$ cat src/design/hsl2rgb_pkg.sv
// hsl2rgb_pkg: constants, types and hue ramp helpers for the hsl to rgb pixel pipeline
// no dependencies; used by design/hsl_to_rgb_pixel.sv
package hsl2rgb_pkg;

   localparam int SCALE      = 255;
   localparam int THIRD      = SCALE / 3;              // 85
   localparam int TWO_THIRDS = 2 * THIRD;              // 170
   localparam int RISE_LAST  = (SCALE - 1) / 6;        // last hue on the rising slope
   localparam int HIGH_LAST  = (SCALE - 1) / 2;        // last hue on the upper level
   localparam int FALL_LAST  = (2 * SCALE - 1) / 3;    // last hue on the falling slope
   localparam int DIV_CONST  = SCALE * SCALE;          // 65025
   localparam int RECIP_SHIFT = 32;
   localparam int RECIP      = int'((64'd1 << RECIP_SHIFT) / DIV_CONST);  // 66051, floor
   localparam int NUM_STAGES = 6;

   localparam int CH_W   = 8;
   localparam int LVL_W  = 17;   // levels hi and lo, up to 255*255
   localparam int NUM_W  = 24;   // channel numerator, up to 255^3
   localparam int COEF_W = 8;    // slope factor, at most 252
   localparam int RECIP_W = 17;

   typedef enum logic [1:0] {
      SEL_LO    = 2'd0,
      SEL_HI    = 2'd1,
      SEL_SLOPE = 2'd2
   } ramp_sel_type;

   typedef struct packed {
      ramp_sel_type        sel;
      logic [COEF_W-1:0]   k;
   } ramp_coef_type;

   // hue plus one third, wrapped; a result of exactly 255 is kept
   function automatic logic [CH_W-1:0] hue_plus_third(input logic [CH_W-1:0] h);
      logic [CH_W:0] sum;
      begin
         sum = {1'b0, h} + (CH_W+1)'(THIRD);
         if (sum > (CH_W+1)'(SCALE))
            hue_plus_third = CH_W'(sum - (CH_W+1)'(SCALE));
         else
            hue_plus_third = sum[CH_W-1:0];
      end
   endfunction

   function automatic logic [CH_W-1:0] hue_minus_third(input logic [CH_W-1:0] h);
      begin
         if (h < CH_W'(THIRD))
            hue_minus_third = h + CH_W'(TWO_THIRDS);
         else
            hue_minus_third = h - CH_W'(THIRD);
      end
   endfunction

   // segment of the piecewise ramp and the slope factor for it
   function automatic ramp_coef_type ramp_coef(input logic [CH_W-1:0] h);
      ramp_coef_type c;
      logic [CH_W+1:0] six_h;
      logic [CH_W+1:0] six_fall;
      begin
         six_h    = ({2'b00, h} << 2) + ({2'b00, h} << 1);
         six_fall = ((CH_W+2)'(TWO_THIRDS) - {2'b00, h}) * (CH_W+2)'(6);
         c.sel = SEL_LO;
         c.k   = '0;
         if (h <= CH_W'(RISE_LAST)) begin
            c.sel = SEL_SLOPE;
            c.k   = six_h[COEF_W-1:0];
         end else if (h <= CH_W'(HIGH_LAST)) begin
            c.sel = SEL_HI;
         end else if (h <= CH_W'(FALL_LAST)) begin
            c.sel = SEL_SLOPE;
            c.k   = six_fall[COEF_W-1:0];
         end
         ramp_coef = c;
      end
   endfunction

endpackage

$ cat src/design/hsl_to_rgb_pixel.sv
// hsl_to_rgb_pixel: six-stage pipeline turning 8-bit hsl pixels into 8-bit rgb
// depends on design/hsl2rgb_pkg.sv
//
// Use:
//   req_*  stream of hsl words, tdata = {lightness, saturation, hue}, hue lowest.
//   rsp_*  stream of rgb words, tdata = {third, green, first}, first lowest.
//   csr_*  one-bit write of swap_red_blue; csr_ready is always high. Write it only
//          while the pipeline is empty.
//   rsp_tvalid rises when an accepted word reaches the sixth stage register. With
//   no stall on rsp_, one word enters and one leaves every cycle; the rate is
//   set by the pipeline of multipliers (l*s, slope times level gap, reciprocal
//   of 255^2).
//   Every stage has its own valid bit and load enable, so bubbles close up:
//   when the receiver stalls, words keep entering until all six stages hold
//   a word, and only then does req_tready drop. Nothing is lost or repeated.
//   Reset clears all valid bits and swap_red_blue; the pipeline starts empty.
module hsl_to_rgb_pixel (
   input  logic        clock,
   input  logic        reset,
   input  logic        req_tvalid,
   output logic        req_tready,
   input  logic [23:0] req_tdata,   // hue [7:0], saturation [15:8], lightness [23:16]
   output logic        rsp_tvalid,
   input  logic        rsp_tready,
   output logic [23:0] rsp_tdata,   // first_channel [7:0], green_channel [15:8],
                                    // third_channel [23:16]
   input  logic        csr_valid,
   output logic        csr_ready,
   input  logic        csr_data     // swap_red_blue
);

   localparam int NS   = hsl2rgb_pkg::NUM_STAGES;
   localparam int CW   = hsl2rgb_pkg::CH_W;
   localparam int LW   = hsl2rgb_pkg::LVL_W;
   localparam int NW   = hsl2rgb_pkg::NUM_W;
   localparam int KW   = hsl2rgb_pkg::COEF_W;
   localparam int RW   = hsl2rgb_pkg::RECIP_W;
   localparam int PW   = NW + RW;

   // channel order inside the pipeline: 0 red, 1 green, 2 blue
   localparam int RED = 0;
   localparam int GRN = 1;
   localparam int BLU = 2;

   logic [NS-1:0] vld_ff;
   logic [NS-1:0] en;
   logic          swap_ff;

   // stage 1: inputs and l*s
   logic [CW-1:0]   hue1_ff, sat1_ff, lit1_ff;
   logic [2*CW-1:0] ls1_ff;

   // stage 2: levels and ramp segments
   logic [LW-1:0]   hi2_in, lo2_in, hi2_ff, lo2_ff, d2_ff;
   logic [CW-1:0]   lit255_2;
   hsl2rgb_pkg::ramp_coef_type coef2_in [3];
   hsl2rgb_pkg::ramp_coef_type coef2_ff [3];

   // stage 3: slope products and scaled levels
   logic [NW-1:0]   prod3_in [3];
   logic [NW-1:0]   prod3_ff [3];
   logic [NW-1:0]   lo255_3_ff, hi255_3_ff;
   logic [NW:0]     lo255_3_in, hi255_3_in;
   hsl2rgb_pkg::ramp_sel_type sel3_ff [3];

   // stage 4: channel numerators
   logic [NW-1:0]   num4_in [3];
   logic [NW-1:0]   num4_ff [3];

   // stage 5: reciprocal estimate of num / 255^2
   logic [PW-1:0]   qm5_in [3];
   logic [CW-1:0]   q5_ff [3];
   logic [NW-1:0]   num5_ff [3];

   // stage 6: corrected quotient, output register
   logic [NW-1:0]   qmul6 [3];
   logic [NW-1:0]   rem6 [3];
   logic [CW-1:0]   q6_in [3];
   logic [CW-1:0]   q6_ff [3];

   assign lit255_2 = lit1_ff;

   // load enables: a stage loads when it is empty or the next one moves on
   always_comb begin
      en[NS-1] = !vld_ff[NS-1] || rsp_tready;
      for (int i = NS - 2; i >= 0; i--) begin
         en[i] = !vld_ff[i] || en[i+1];
      end
   end

   assign req_tready = en[0];
   assign rsp_tvalid = vld_ff[NS-1];
   assign csr_ready  = 1'b1;

   always_ff @(posedge clock) begin
      if (reset) begin
         vld_ff  <= '0;
         swap_ff <= 1'b0;
      end else begin
         if (csr_valid)
            swap_ff <= csr_data;
         if (en[0])
            vld_ff[0] <= req_tvalid;
         for (int i = 1; i < NS; i++) begin
            if (en[i])
               vld_ff[i] <= vld_ff[i-1];
         end
      end
   end

   // ---- stage 1
   always_ff @(posedge clock) begin
      if (en[0]) begin
         hue1_ff <= req_tdata[7:0];
         sat1_ff <= req_tdata[15:8];
         lit1_ff <= req_tdata[23:16];
         ls1_ff  <= req_tdata[23:16] * req_tdata[15:8];
      end
   end

   // ---- stage 2
   always_comb begin
      logic [LW-1:0] l255;
      logic [LW-1:0] s255;
      logic [LW-1:0] l510;
      l255 = ({{(LW-CW){1'b0}}, lit255_2} << CW) - LW'(lit255_2);
      s255 = ({{(LW-CW){1'b0}}, sat1_ff} << CW) - LW'(sat1_ff);
      l510 = l255 << 1;
      if (lit1_ff <= CW'(hsl2rgb_pkg::HIGH_LAST))
         hi2_in = l255 + LW'(ls1_ff);
      else
         hi2_in = l255 + s255 - LW'(ls1_ff);
      lo2_in = l510 - hi2_in;
      coef2_in[RED] = hsl2rgb_pkg::ramp_coef(hsl2rgb_pkg::hue_plus_third(hue1_ff));
      coef2_in[GRN] = hsl2rgb_pkg::ramp_coef(hue1_ff);
      coef2_in[BLU] = hsl2rgb_pkg::ramp_coef(hsl2rgb_pkg::hue_minus_third(hue1_ff));
   end

   always_ff @(posedge clock) begin
      if (en[1]) begin
         hi2_ff   <= hi2_in;
         lo2_ff   <= lo2_in;
         d2_ff    <= hi2_in - lo2_in;
         coef2_ff <= coef2_in;
      end
   end

   // ---- stage 3
   always_comb begin
      lo255_3_in = ({lo2_ff, {CW{1'b0}}} - (NW+1)'(lo2_ff));
      hi255_3_in = ({hi2_ff, {CW{1'b0}}} - (NW+1)'(hi2_ff));
      for (int c = 0; c < 3; c++) begin
         prod3_in[c] = NW'(d2_ff) * NW'(coef2_ff[c].k);
      end
   end

   always_ff @(posedge clock) begin
      if (en[2]) begin
         lo255_3_ff <= lo255_3_in[NW-1:0];
         hi255_3_ff <= hi255_3_in[NW-1:0];
         prod3_ff   <= prod3_in;
         for (int c = 0; c < 3; c++) begin
            sel3_ff[c] <= coef2_ff[c].sel;
         end
      end
   end

   // ---- stage 4
   always_comb begin
      for (int c = 0; c < 3; c++) begin
         case (sel3_ff[c])
            hsl2rgb_pkg::SEL_HI:    num4_in[c] = hi255_3_ff;
            hsl2rgb_pkg::SEL_SLOPE: num4_in[c] = lo255_3_ff + prod3_ff[c];
            hsl2rgb_pkg::SEL_LO:    num4_in[c] = lo255_3_ff;
            default:                num4_in[c] = lo255_3_ff;
         endcase
      end
   end

   always_ff @(posedge clock) begin
      if (en[3])
         num4_ff <= num4_in;
   end

   // ---- stage 5: floor estimate, low by one when num sits at or just above a multiple of 255^2
   always_comb begin
      for (int c = 0; c < 3; c++) begin
         qm5_in[c] = num4_ff[c] * RW'(hsl2rgb_pkg::RECIP);
      end
   end

   always_ff @(posedge clock) begin
      if (en[4]) begin
         num5_ff <= num4_ff;
         for (int c = 0; c < 3; c++) begin
            q5_ff[c] <= qm5_in[c][hsl2rgb_pkg::RECIP_SHIFT +: CW];
         end
      end
   end

   // ---- stage 6: remainder check, q0*65025 = q0*2^16 - q0*2^9 + q0
   always_comb begin
      for (int c = 0; c < 3; c++) begin
         qmul6[c] = ({{(NW-CW){1'b0}}, q5_ff[c]} << 16)
                  - ({{(NW-CW){1'b0}}, q5_ff[c]} << 9)
                  + NW'(q5_ff[c]);
         rem6[c]  = num5_ff[c] - qmul6[c];
         if (rem6[c] >= NW'(hsl2rgb_pkg::DIV_CONST))
            q6_in[c] = q5_ff[c] + CW'(1);
         else
            q6_in[c] = q5_ff[c];
      end
   end

   always_ff @(posedge clock) begin
      if (en[5])
         q6_ff <= q6_in;
   end

   assign rsp_tdata = swap_ff ? {q6_ff[RED], q6_ff[GRN], q6_ff[BLU]}
                              : {q6_ff[BLU], q6_ff[GRN], q6_ff[RED]};

   // ---- checks
   a_full_when_blocked: assert property (@(posedge clock) disable iff (reset)
      !req_tready |-> (&vld_ff))
      else $error("input blocked while a stage is empty");

   a_accept_fills_stage1: assert property (@(posedge clock) disable iff (reset)
      (req_tvalid && req_tready) |=> vld_ff[0])
      else $error("accepted word did not reach the first stage");

   a_levels_ordered: assert property (@(posedge clock) disable iff (reset)
      vld_ff[2] |-> (lo2_ff <= hi2_ff))
      else $error("lower level above upper level");

   a_recip_close: assert property (@(posedge clock) disable iff (reset)
      vld_ff[4] |-> (rem6[0] < NW'(2 * hsl2rgb_pkg::DIV_CONST))
                 && (rem6[1] < NW'(2 * hsl2rgb_pkg::DIV_CONST))
                 && (rem6[2] < NW'(2 * hsl2rgb_pkg::DIV_CONST)))
      else $error("reciprocal estimate off by more than one");

endmodule

$ cat config.mk
export PLATFORM = sky130hd
export DESIGN_NAME = hsl_to_rgb_pixel
export DESIGN_NICKNAME = d
export VERILOG_FILES = /design/src/design/hsl2rgb_pkg.sv /design/src/design/hsl_to_rgb_pixel.sv
export SDC_FILE = /design/constraint.sdc
export NUM_CORES = 2
export LEC_CHECK = 0
export BUFFER_PORTS_ARGS = -buffer_cell sky130_fd_sc_hd__buf_2
export CAP_MARGIN = 20
export CELL_PAD_IN_SITES_DETAIL_PLACEMENT = 1
export CELL_PAD_IN_SITES_GLOBAL_PLACEMENT = 1
export CORE_AREA = 2 2 417 419
export CTS_CLUSTER_SIZE = 10
export DETAILED_ROUTE_END_ITERATION = 7
export DIE_AREA = 0 0 419 421
export PLACE_DENSITY = 0.6
export SYNTH_ARGS = -nofsm -noshare
export SYNTH_HDL_FRONTEND = slang
export SYNTH_SLANG_ARGS = --single-unit
$ cat constraint.sdc
create_clock -name clock -period 7.35 [get_ports clock]
set_clock_uncertainty 0.1 [all_clocks]
set_input_delay 0.3675 -clock clock [delete_from_list [all_inputs] [get_ports clock]]
set_output_delay 0.3675 -clock clock [all_outputs]
set_load 0.02 [all_outputs]
# Word level (Yosys, flattened, before mapping)
# Memories as Yosys holds them, arrays and structs flattened.
# Cells that the tools add are included.
[word_totals]
register_bits = 416
ramBits = 30
out_inout_bits = 27
n_memories = 2
[memory_table]
columns = ["memory", "words", "word_bits", "rd", "rd_clocked_by_memory_dff", "write_ports", "line_no", "source"]
rows = [
  ["q5_ff", 3, 8, 3, 0, 3, "hsl_to_rgb_pixel.sv:72", "logic [CW-1:0] q5_ff [3];"],
  ["sel3_ff", 3, 2, 3, 0, 3, "hsl_to_rgb_pixel.sv:64", "hsl2rgb_pkg::ramp_sel_type sel3_ff [3];"],
]
[classes]
reduce_logical = 12
addsub = 34
muxes = 26
n_mul = 10
n_lt_le_gt_ge = 15
n_eq_ne = 6
[ops]
columns = ["op", "n"]
rows = [
  ["$pmux 24 s2", 3],
  ["$mul 24x17->40 const B", 3],
  ["$sub 24x17->24", 5],
  ["$mux 8", 11],
  ["$add 24x24->24", 3],
  ["$add 24x8->24", 3],
  ["$ge 24x16->1 const B", 3],
  ["$mul 17x8->24", 3],
  ["$sub 24x24->24", 3],
  ["$sub 16x8->17", 2],
  ["$sub 17x17->17", 2],
  ["$le 8x7->1 const B", 4],
  ["$mul 10x2->7 const B", 3],
  ["$mux 10", 3],
  ["$sub 8x8->9 const A", 3],
  ["$add 8x1->8 const B", 3],
  ["$add 8x8->8", 3],
  ["$le 8x6->1 const B", 3],
  ["$le 8x8->1 const B", 3],
  ["$mux 24", 1],
  ["$add 17x16->17", 1],
  ["$add 17x17->17", 1],
  ["$mux 17", 1],
  ["$sub 17x16->17", 1],
  ["13 further kinds", 32],
]

# Depth between registers and ports, before layout
[logic_depth]
depth_word = 8
depth_mapped = 35
depth_no_buf = 34

# Worst setup path after synthesis
# OpenSTA, ideal clock, no wires.
[synth_path]
path_type = "flip-flop to flip-flop"
startpoint = "register lit1_ff[0]"
endpoint = "register d2_ff[15] (data pin)"
n_path_buf = 1
path_stages_with_launch = 31
slack_ns = 0.700
arrival_time_ns = 6.292
cell_sequence = "edfxtp_1 -> clkbuf_1 -> inv_1 -> ha_1 -> nand2_1 -> and2_1 -> nor2_1 -> inv_1 -> fa_1 -> inv_1 -> ha_1 -> ha_1 -> nor2b_1 -> o31ai_1 -> a21boi_0 -> mux2_2 -> inv_1 -> ha_1 -> or4_1 -> o311a_1 -> a31o_2 -> or2_2 -> xor2_1 -> inv_1 -> ha_1 -> nand3_1 -> nor2_1 -> o31ai_1 -> maj3_1 -> maj3_1 -> xnor2_1"
[synth_between]
elab_chain_cells = 6
elab_cells_between_ends = 8
cone_classes = "add/sub (6); order compare (1); mux (1)"
[synth_lines]
columns = ["item", "line_no", "source"]
rows = [
  ["from (decl)", "hsl_to_rgb_pixel.sv:50", "logic [CW-1:0] hue1_ff, sat1_ff, lit1_ff;"],
  ["from (signal assigned)", "hsl_to_rgb_pixel.sv:116", "lit1_ff <= req_tdata[23:16];"],
  ["$sub 16x8->17", "hsl_to_rgb_pixel.sv:126", "l255 = ({{(LW-CW){1'b0}}, lit255_2} << CW) - LW'(lit255_2);"],
  ["$add 17x17->17", "hsl_to_rgb_pixel.sv:132", "hi2_in = l255 + s255 - LW'(ls1_ff);"],
  ["$sub 17x16->17", "hsl_to_rgb_pixel.sv:132", ""],
  ["$mux 17 (*)", "hsl_to_rgb_pixel.sv:129", "if (lit1_ff <= CW'(hsl2rgb_pkg::HIGH_LAST))"],
  ["named net hi2_in[6]", "hsl_to_rgb_pixel.sv:54", "logic [LW-1:0] hi2_in, lo2_in, hi2_ff, lo2_ff, d2_ff;"],
  ["$sub 17x17->17 (*)", "hsl_to_rgb_pixel.sv:133", "lo2_in = l510 - hi2_in;"],
  ["named net lo2_in[11]", "hsl_to_rgb_pixel.sv:54", ""],
  ["$sub 17x17->17 (*)", "hsl_to_rgb_pixel.sv:143", "d2_ff <= hi2_in - lo2_in;"],
  ["to (signal assigned)", "hsl_to_rgb_pixel.sv:143", ""],
  ["to (decl)", "hsl_to_rgb_pixel.sv:54", ""],
]
# The timed path passes the listed nets; every way through them passes the cells marked *.
# A chain may end at the register's enable or synchronous reset.

# Final worst setup path
# Ends and elaborated chain as after synthesis.

==> results by group <==
Yosys
  – Synth warn: 0
  – Synth unique cells: around 90
  – Adder-cell area share of the yosys netlist: 0.385
  – Multiplexer area fraction after synthesis: 0.00806
  – Post-Synth XOR/XNOR Area: 0.0612
  – Post-Synthesis Cells: between 5,000 and 6,000
  – Post-synthesis cell area: 0.0512 mm²
  – Compound-cell area share of the yosys netlist: 0.117
  – Post-synth EDFFs: 427
  – Synth top area share: 0.250
  – Simple-Gate Fraction of Synth Area: 0.104
  – Most frequent cell after synthesis: ha_1
  – Top cells by area, synth: edfxtp_1, ha_1, fa_1, inv_1, xnor2_1
  – Synth Register Bits: 434
  – Syn Area/Cell: 9.99 µm²
  – Largest area contributor in the netlist: edfxtp_1
  – Largest family of logic cells by synthesized area: adder cells
  – Main flop type after synthesis: edfxtp_1
  – Post-synthesis sequential area ratio: 0.253
  – Asr flop ratio synth: 0
  – Post-synth top cells: ha_1, inv_1, edfxtp_1

Timing
  – Slew margin rel.: 0.305
  – Final hold violation count: 0
  – Fin crit share: 0.950
  – Tmin final: 6980 ps
  – Setup TNS: 0 ps
  – Slew @ Worst Pin: 1040 ps
  – Fin Hold WS: ~61 ps
  – Slew Limit Fails: 0
  – Finish-stage setup viols: 0
  – FMAX: roughly 0.14 GHz

Floorplanning
  – Initial Utilization: 0.297
  – Core Region: approximately 0.17 mm²
  – Core Rows: 153
  – Die outline height: ~420 µm
  – Die ar.: 0.176 mm²
  – Ports: 57
  – Die W: around 420 µm

Final layout
  – Design area: between 0.05 and 0.06 mm²
  – Diode count: 0
  – P&R area growth vs syn: 10.3%
  – Final net count: 6,590
  – Share of layout cells above drive strength 1: 0.0477

Routing
  – DR pass1 iterations: 5
  – Routed len/inst: approximately 18 µm
  – Drc violations: 0
  – Total number of vias: 36,200
  – Final ANT Viol Nets: 0
  – Drt via density: 4.78
  – Total wire length: 136,000 µm
  – 1st-iter DRT viols: 1,409

Clock network
  – Max clock buf depth: 3
  – Num CTS Buffers: 57
  – Sink Count: roughly 430
  – Clock-pin slew on the worst setup and hold paths: roughly 60 ps
  – H-tree depth: 2
  – TritonCTS clock tree: yes
  – Clock Latency Late Sink: 660 ps
  – CTS Root Cell: clkbuf_16

Place
  – HPWL after DPL: 112,000 µm
  – Cell Area, Placed: 0.0542 mm²
  – Buffers on Ports: 55
  – GPL Wtd Cong: 0.871

Worst setup path
  – Reg2reg end: d2_ff[15]$_DFFE_PP_
  – Crit-path leading delay family: adder cells
  – R2R depth: 30
  – Cell at the slowest stage of the critical path: fa_1
  – R2r setup slk: 370 ps
  – Setup crit end kind: register
  – Critical-path maximum fanout: 5
  – CP Data Arrival Time: 7300 ps
  – Crit path buf inv count: 3
  – Most used cell, CP: ha_1
  – Req. time, crit path: 7670 ps
  – Startpoint types: register
  – Crit Path Category: reg -> reg
  – RR Startpoint: lit1_ff[0]$_DFFE_PP_
  – CP peak stage delay: 470 ps

Worst hold path
  – Worst Hold Path Cells: 4
  – Hold Crit Start: rsp_tready
  – Hold Path Class: in -> reg
  – WHS Endpoint: vld_ff[5]$_SDFFE_PP0P_

Global routing
  – Number of antenna violations at the first check in global routing: 0
  – Overall Global Routing Usage: 0.156
  – GRT overflow: 0
  – First-pass GRT wire length: ~220,000 µm
  – Largest net degree at the start of global routing: 73
  – Vias in the first global route: 39,000

Flow run
  – Max-Cap Viols: 0

Run status
  – Outcome: completed
-- what timing repair did --
item                                    4_1_cts  5_1_grt
endpoints found under the setup margin        0        3
hold buffers                                 30        0
gates resized for setup                       0       13
setup buffers                                 0        3
hold endpoints to repair                     31        0
-- logic make-up (layout without fill, tap and decap cells) --
kind of cell               count (synthesis)  in the layout
AOI/OAI and AO/OA                        905            905
xor gates and xnor gates                 358            358
adders and majority gates               1365           1365
buffers and inverters                    965           1067
DFF                                      434            434
muxes                                     38             38
other                                      2             13
and+or+nand+nor                         1056           1056
-- stage by stage --
stage	setup WS, ps	std cells	util
floorplan	700	5134	-
global placement	337	7430	0.314
detailed placement	230	7430	0.314
CTS	213	7558	0.327
global route	-49.9	7561	0.327
finish	367	7561	0.327
-- per-layer routing --
layer / up-vias / routed length [µm] / GRT usage
met5: - / 0 / 0
met4: 0 / 3380 / 0.0392
met3: 153 / 2990 / 0.0128
met2: 367 / 66000 / 0.273
met1: 17900 / 63800 / 0.205
li1: 17700 / - / -
-- layout make-up --
class | instances | area [µm²]
tap | 2325 | 2910
inverter | 852 | 3200
fill | 19500 | 116000
clock inverter | 22 | 339
sequential | 434 | 13000
timing repair buffer | 117 | 816
multi-input combinational | 3735 | 34700
clock buffer | 76 | 1560
-- layout by cell type (no fill, tap or decap), drive strengths merged, types with 20 or more instances in the layout --
cell / netlist / final
nand3: 52 / 52
nor2: 204 / 204
nand2: 296 / 296
fa: 352 / 352
edfxtp: 427 / 427
o21bai: 52 / 52
o21ai: 150 / 150
dlygate4sd3: 0 / 30
xor2: 91 / 91
a31oi: 24 / 24
nor2b: 38 / 38
a21oi: 283 / 283
and2: 245 / 245
nand4: 27 / 27
a211oi: 28 / 28
o21a: 31 / 31
xnor2: 267 / 267
o22ai: 20 / 20
inv: 852 / 853
mux2: 26 / 26
ha: 1011 / 1011
buf: 12 / 87
clkbuf: 101 / 76
nor3: 68 / 68
nand2b: 28 / 28
a221oi: 52 / 52
a21o: 106 / 106
-- tightest hold or removal path: stages --
cell and delay [ps]:
buf_2 80, nor2b_1 150, nor2_1 140, nor2_1 40
-- sequential cells by signal, indices dropped and copies added, names as in the netlist --
register    count
num4_ff        72
num5_ff        72
prod3_ff       66
coef2_ff       27
lo255_3_ff     24
q5_ff          24
q6_ff          24
hi255_3_ff     23
hi2_ff         17
d2_ff          16
lo2_ff         16
ls1_ff         16
hue1_ff         8
lit1_ff         8
sat1_ff         8
sel3_ff         6
vld_ff          6
swap_ff         1
-- worst max path at each step --
stage                               from             endpoint  slack [ps]  cells past startpoint
global placement    lit1_ff[0]$_DFFE_PP_  d2_ff[15]$_DFFE_PP_         340                     31
floorplan           lit1_ff[0]$_DFFE_PP_  d2_ff[15]$_DFFE_PP_         700                     30
CTS                 lit1_ff[0]$_DFFE_PP_  d2_ff[16]$_DFFE_PP_         210                     31
global route        lit1_ff[0]$_DFFE_PP_  d2_ff[15]$_DFFE_PP_         -50                     29
finish              lit1_ff[0]$_DFFE_PP_  d2_ff[15]$_DFFE_PP_         370                     30
detailed placement  lit1_ff[0]$_DFFE_PP_  d2_ff[15]$_DFFE_PP_         230                     31
Power is not shown: default switching activity piles up to over one toggle a cycle in this logic, so the estimate is an artifact.
